<file path="src/hdl/cau_pkg.sv">
// shared constants, types and rounding helpers for the complex arithmetic unit
`timescale 1ns / 1ps

package cau_pkg;

    localparam int WORD_BITS = 32;
    localparam int FRAC_BITS = 16;
    localparam int THR_BITS  = WORD_BITS - 1;
    localparam int OP_BITS   = WORD_BITS + 1;
    localparam int PROD_BITS = 2 * OP_BITS;
    localparam int SUM_BITS  = PROD_BITS + 1;
    localparam int MAG_BITS  = 2 * WORD_BITS;
    localparam int REM_BITS  = MAG_BITS + 1;
    localparam int DIV_STEPS = WORD_BITS;
    localparam int ROOT_STEPS = WORD_BITS;

    localparam int CMUL_LAT   = 3;
    localparam int BRANCH_LAT = DIV_STEPS + 2;

    localparam logic [THR_BITS-1:0] THR_RESET = THR_BITS'((2 ** FRAC_BITS) / 100);

    typedef logic [2:0] mode_t;
    localparam mode_t MODE_MUL   = 3'd0;
    localparam mode_t MODE_SQR   = 3'd1;
    localparam mode_t MODE_CUBE  = 3'd2;
    localparam mode_t MODE_RECIP = 3'd3;
    localparam mode_t MODE_MAG2  = 3'd4;
    localparam mode_t MODE_MAG   = 3'd5;

    typedef logic signed [WORD_BITS-1:0] word_t;
    typedef logic signed [OP_BITS-1:0]   op_t;

    typedef struct packed {
        word_t word;
        logic  sat;
    } clip_t;

    function automatic clip_t clip_word(input logic neg, input logic [SUM_BITS-1:0] mag);
        logic [SUM_BITS-1:0] lim;
        logic [SUM_BITS-1:0] m;
        clip_t r;
        lim   = (SUM_BITS'(1) << (WORD_BITS - 1)) - SUM_BITS'(!neg);
        r.sat = mag > lim;
        m     = r.sat ? lim : mag;
        r.word = neg ? -m[WORD_BITS-1:0] : m[WORD_BITS-1:0];
        return r;
    endfunction

    // truncate toward zero, then clip to the word range
    function automatic clip_t reduce_sum(input logic [SUM_BITS-1:0] x);
        logic neg;
        logic [SUM_BITS-1:0] mag;
        neg = x[SUM_BITS-1];
        mag = neg ? -x : x;
        return clip_word(neg, mag >> FRAC_BITS);
    endfunction

endpackage

</file>
<file path="src/hdl/cau_sqrt.sv">
// pipelined integer square root, one root bit per stage
`timescale 1ns / 1ps

module cau_sqrt (
    input  logic                           clk,
    input  logic                           en,
    input  logic [cau_pkg::MAG_BITS-1:0]   m,
    output cau_pkg::word_t                 root,
    output logic                           sat
);

    localparam int M = cau_pkg::MAG_BITS;
    localparam int N = cau_pkg::ROOT_STEPS;

    typedef struct packed {
        logic [M-1:0] rem;
        logic [M-1:0] res;
    } root_st_t;

    root_st_t st_reg [0:N];
    root_st_t st_next [1:N];
    logic [M-1:0] trial [1:N];
    logic [M-1:0] bitv [1:N];
    cau_pkg::clip_t c_next;
    cau_pkg::word_t root_reg;
    logic sat_reg;

    always_comb
    begin
        for (int k = 1; k <= N; k++)
        begin
            bitv[k]  = M'(1) << (M - 2 * k);
            trial[k] = st_reg[k-1].res + bitv[k];
            if (st_reg[k-1].rem >= trial[k])
            begin
                st_next[k].rem = st_reg[k-1].rem - trial[k];
                st_next[k].res = (st_reg[k-1].res >> 1) + bitv[k];
            end
            else
            begin
                st_next[k].rem = st_reg[k-1].rem;
                st_next[k].res = st_reg[k-1].res >> 1;
            end
        end
        c_next = cau_pkg::clip_word(1'b0, cau_pkg::SUM_BITS'(st_reg[N].res));
    end

    always_ff @(posedge clk)
    begin
        if (en)
        begin
            st_reg[0].rem <= m;
            st_reg[0].res <= '0;
            for (int k = 1; k <= N; k++)
            begin
                st_reg[k] <= st_next[k];
            end
            root_reg <= c_next.word;
            sat_reg  <= c_next.sat;
        end
    end

    assign root = root_reg;
    assign sat  = sat_reg;

endmodule

</file>
<file path="config.mk">
export PLATFORM = sky130hd
export DESIGN_NAME = cau_sqrt
export DESIGN_NICKNAME = d
export VERILOG_FILES = /design/src/hdl/cau_pkg.sv /design/src/hdl/cau_sqrt.sv
export SDC_FILE = /design/constraint.sdc
export NUM_CORES = 2
export LEC_CHECK = 0
export BUFFER_PORTS_ARGS = -buffer_cell sky130_fd_sc_hd__clkbuf_2
export CAP_MARGIN = 5
export CORE_ASPECT_RATIO = 2
export CORE_UTILIZATION = 58
export CTS_CLUSTER_DIAMETER = 40
export DETAILED_ROUTE_END_ITERATION = 8
export PLACE_DENSITY = 0.8
export SKIP_LAST_GASP = 1
export SLEW_MARGIN = 25
export SYNTH_ARGS = -nofsm -noshare
export SYNTH_HDL_FRONTEND = slang
export SYNTH_MEMORY_MAX_BITS = 65536
export SYNTH_SLANG_ARGS = --single-unit
</file>
<file path="constraint.sdc">
create_clock -name clk -period 9 [get_ports clk]
set_input_delay 1.8 -clock clk [delete_from_list [all_inputs] [get_ports clk]]
set_output_delay 1.8 -clock clk [all_outputs]
set_load 0.01 [all_outputs]
</file>
---- Word level (Yosys, flattened, before mapping) ----
Memory sizes are Yosys's and may differ from the RTL's.
Index checks and enable logic that the tools add are counted.
operators by class
  order comparisons ....................... 33
  muxes and demuxes ....................... 34
  $add $sub $neg .......................... 96
operator list
  cell                                             number
  2-to-1 mux 128 bit                               32
  greater-or-equal comparator 64 bit               32
  subtractor 64 bit                                32
  adder 63 x 1 -> 64 bit (second input constant)   1
  adder 63 x 11 -> 64 bit (second input constant)  1
  adder 63 x 13 -> 64 bit (second input constant)  1
  adder 63 x 15 -> 64 bit (second input constant)  1
  adder 63 x 17 -> 64 bit (second input constant)  1
  adder 63 x 19 -> 64 bit (second input constant)  1
  adder 63 x 21 -> 64 bit (second input constant)  1
  adder 63 x 23 -> 64 bit (second input constant)  1
  adder 63 x 25 -> 64 bit (second input constant)  1
  adder 63 x 27 -> 64 bit (second input constant)  1
  adder 63 x 29 -> 64 bit (second input constant)  1
  adder 63 x 3 -> 64 bit (second input constant)   1
  adder 63 x 31 -> 64 bit (second input constant)  1
  adder 63 x 33 -> 64 bit (second input constant)  1
  adder 63 x 35 -> 64 bit (second input constant)  1
  adder 63 x 37 -> 64 bit (second input constant)  1
  adder 63 x 39 -> 64 bit (second input constant)  1
  adder 63 x 41 -> 64 bit (second input constant)  1
  adder 63 x 43 -> 64 bit (second input constant)  1
  adder 63 x 45 -> 64 bit (second input constant)  1
  adder 63 x 47 -> 64 bit (second input constant)  1
  45 further kinds                                 46
word-level totals
  memories kept ........................... 1
  flip-flop bits (word level) ............. 33
  RAM bits ................................ 4,224
  output and inout port bits .............. 33
  word-level logic and storage cells ...... 166
  bits of input ports ..................... 66
memories
  name    words  width  rd ports  clocked after Yosys merged registers in  write ports  line            RTL
  st_reg  33     128    33        0                                        33           cau_sqrt.sv:20  root_st_t st_reg [0:N];

---- Depth between registers and ports, before layout ----
An unclocked memory read counts as a cell.
  depth in word-level cells ............... 4
  depth in mapped cells ................... 15
  gate-level depth less buffers ........... 12

---- Least setup slack after synthesis ----
Ideal clock, no wire load.
  path kind ............................... reg-to-reg
  start point ............................. memory st_reg[1][1123] (netlist name)
  end point ............................... memory st_reg[1][1268] (netlist name) (data pin)
  required time ........................... 8.742 ns
  clock period less this slack ............ 3.317 ns
  library setup time ...................... 0.258 ns
  path buffers ............................ 2
  arrival time ............................ 3.059 ns
  slack ................................... 5.683 ns
  cell stages (with the launch flop) ...... 13
  cells stage by stage .................... edfxtp_1 ha_1 clkbuf_1 nand4_1 or4_1 o31ai_1 nor4_1 and3_1 buf_2 nor2_2 nand3_2 or4b_1 xnor2_1
RTL lines
  what                line
  start: declaration  cau_sqrt.sv:20

==> impl_results.md <==
- Status: completed
- First-pass GRT wire length: between 500 and 600 mm
- # hold bufs at CTS: 0
- CTS tree: done
- Via Count: 84.02k
- Tcrit/Tclk final: 0.6566
- Clock Tree Root: clkbuf_16
- Routed Antenna Nets: 0
- Largest net degree at the start of global routing: around 220
- H-tree depth: 4
- Chip Width: 329.6 um
- Cells after Synth: 9823
- RSZ-0062 raised after global routing: no
- Worst Hold Class: register to register
- Max-slew violation count: 0
- Unique masters post-synth: slightly above 100
- # resized after CTS: 0
- CP max FO: 50
- Sw power: ~11 mW
- Vias in the first global route: 86.40k
- Ys flop type: edfxtp_1
- Cells after DPL: approximately 13k
- Final Non-Filler Cells: 13.05k
- Max transition margin: 0.1478
- Final setup margin: between 3 and 4 ns
- Cell Rows: 240
- Max Cap Viol: 0
- Core Box Area: roughly 0.21 mm^2
- EDFF count, synth: between 2k and 3k
- Mapped Area: roughly 0.12 mm^2
- Internal cell power: between 20 and 25 mW
- GR Overflow Total: 0
- Max FFs per register: 2576
- Max VDD drop: between 0.2 and 0.3 mV
- Number of vias per cell: 6.438
- Crit path kind: register to register
- Endpoints failing hold: 0
- Post-DP Area: around 0.13 mm^2
- Post-synth top area cell: edfxtp_1
- Gr usage total: 0.3658
- Final setup TNS: 0 ns
- Final setup fails: 0
- Syn Nets: between 10k and 15k
- HPWL after DPL: between 300 and 400 mm
- Routability cong.: between 1 and 1.5
- Avg WL per Cell: 30.42 um
- DRT iter0 DRCs: 5996
- Max Freq: about 170 MHz
- Routed WL: 397.0 mm
- Clk network pwr share: 0.293
- Seq cells post-synth: approximately 2.6k
- Final Net Count: between 10k and 15k
- Final hold slack: 0.4086 ns
- Clk sinks: 2609
- Final instance area: around 0.14 mm^2
- Switch share: 0.3191
- Die Span Y: 657.2 um
- Multi-input logic area: ~0.043 mm^2
- Yosys top cell area share: 0.6293
- Total CTS buffers: 234
- DRC Markers: 0
- Setup crit end kind: register
- Mean instance size in the synthesized netlist: 12.67 um^2
- Initial core utilization: 0.5831
- Least-Margin Pin Slew: about 1.3 ns
- Clk pin slew, worst setup/hold paths: around 0.070 ns
- Worst Skew: between 0.06 and 0.07 ns
- Data required, critical path: 9.62 ns
- Min cycle time layout: a little under 6 ns
- Pleak: approximately 50 nW
- Logic pwr share: 0.228
- Area contributors post-synth: edfxtp_1 63%, ha_1 5.6%, xnor2_1 3.4%, xor2_1 2.8%, a21oi_1 2.6%
- Critical Path AT: roughly 6.5 ns
- Longest Clk Path Bufs: 4
- Fillers: between 15k and 20k
- Reg power frac: 0.479
- Yosys warns: 0
- Skew-Pair Late Insertion Delay: 0.94 ns
- Worst setup SP type: register
- Synth async-reset ratio: 0
- Port bufs: 98
- Ports: roughly 100
- Initial antenna violation count: 32
- Pwr dens: 259.0 mW/mm^2
- Layout overhead on the synthesized area: 9.873%
- DP Worst Slack: between 3 and 4 ns
- DRT Pass-1 Iters: 8
- Fraction of layout cells with a size suffix above 1: 0.08076
- Die ar.: roughly 0.22 mm^2
- Register area: around 0.078 mm^2
- Post-CTS setup buffer count: 0
- Sequential area share after synthesis: 0.6293
-- worst max-delay path: stages (launching register included) --
cell and delay (ns):
edfxtp_1 1.15, inv_1 0.11, ha_1 0.29, a2111oi_0 0.66, or4b_2 0.65, a211oi_1 0.25, nand3_1 0.13, o21ai_2 0.14
buf_4 0.45, clkinv_1 1.07, mux2_2 0.63
-- power by group through the flow --
stage	clock [mW]	sequential, mW	combinational (mW)
6_report	10.4	17.0	8.07
4_1_cts	10.4	16.8	7.83
3_5_place_dp	0	17.1	7.78
3_3_place_gp	0	17.0	7.58
5_1_grt	10.9	17.0	8.60
2_1_floorplan	0	16.2	5.40
-- metal layers --
| metal | GRT usage | wire, um |
|---|---|---|
| met1 | 0.2307 | 92560 |
| met2 | 0.7007 | 219000 |
| met3 | 0.08726 | 21050 |
| met4 | 0.4824 | 64320 |
| met5 | 0.0002264 | 121 |
-- cells by family (layout without fill, tap and decap cells) --
group,after synthesis,in the layout,synth area share
and+or+nand+nor,2869,2869,0.1212
DFF,2609,2609,0.6293
AOI/OAI and AO/OA,1878,1878,0.09447
buffers and inverters,937,1342,0.02883
xor gates and xnor gates,879,879,0.06184
adders and majority gates,558,558,0.05608
muxes,92,92,0.008231
other,1,41,0.00003012
-- cell usage in the layout, fill, tap and decap left out, types with 34 or more instances in the layout --
master and instances:
a211oi_1 48, a21o_1 199, a21oi_1 635, a31oi_1 45, and2_1 34, and3_1 52
buf_4 77, clkbuf_16 234, clkbuf_2 97, clkinv_1 38, diode_2 40, edfxtp_1 2609
ha_1 558, inv_1 712, mux2_2 83, nand2_1 624, nand2b_1 111, nand3_1 154
nand3b_1 44, nand4_1 162, nor2_1 596, nor2b_1 89, nor3_1 230, nor4_1 314
nor4b_1 54, o211ai_1 42, o21a_1 94, o21ai_0 441, o21bai_1 49, o31ai_1 43
or2_2 73, or3_1 93, or4_1 82, xnor2_1 481, xor2_1 396
-- worst paths after layout --
kind / startpoint / to / slack (ns) / cells past startpoint
setup / recovery: st_reg[1][808]$_DFFE_PP_ / st_reg[1][997]$_DFFE_PP_ / 3.09 / 10
setup reg to reg: st_reg[1][808]$_DFFE_PP_ / st_reg[1][997]$_DFFE_PP_ / 3.09 / 10
hold / removal: st_reg[1][1315]$_DFFE_PP_ / st_reg[1][1442]$_DFFE_PP_ / 0.41 / 0
hold reg to reg: st_reg[1][1315]$_DFFE_PP_ / st_reg[1][1442]$_DFFE_PP_ / 0.41 / 0
-- stage by stage --
step / power, mW / utilization
3_5_place_dp: 24.85 / 0.6025
6_report: 35.43 / 0.6407
3_3_place_gp: 24.59 / 0.6017
5_1_grt: 36.46 / 0.6403
2_1_floorplan: 21.63 / -
4_1_cts: 35.07 / 0.6391
-- synthesized netlist by cell type (14+ instances only) --
master     number
a2111oi_0      25
a211o_1        21
a211oi_1       49
a21boi_0       22
a21o_1        199
a21oi_1       637
a31oi_1        45
and2_1         34
and3_1         53
and4_1         21
buf_2          40
clkbuf_1      161
edfxtp_1     2609
ha_1          558
inv_1         714
mux2_2         83
nand2_1       624
nand2b_1      111
nand3_1       154
nand3b_1       44
nand4_1       162
nand4b_1       29
nor2_1        598
nor2b_1        89
nor3_1        237
nor3b_1        23
nor4_1        327
nor4b_1        60
o211ai_1       42
o21a_1         94
o21ai_0       443
o21bai_1       49
o22ai_1        17
o31a_1         15
o31ai_1        44
o41ai_1        14
or2_2          73
or3_1          93
or4_1          82
xnor2_1       483
xor2_1        396
-- layout make-up --
type | count | area share
Multi-Input combinational cell | 6277 | 0.3132
Antenna cell | 40 | 0.0007318
Clock inverter | 163 | 0.01363
Timing Repair Buffer | 199 | 0.01096
Inverter | 720 | 0.01978
Sequential cell | 2609 | 0.5728
Clock buffer | 260 | 0.04352
Tap cell | 2783 | 0.02546
Power figures use the tool's default switching activity.
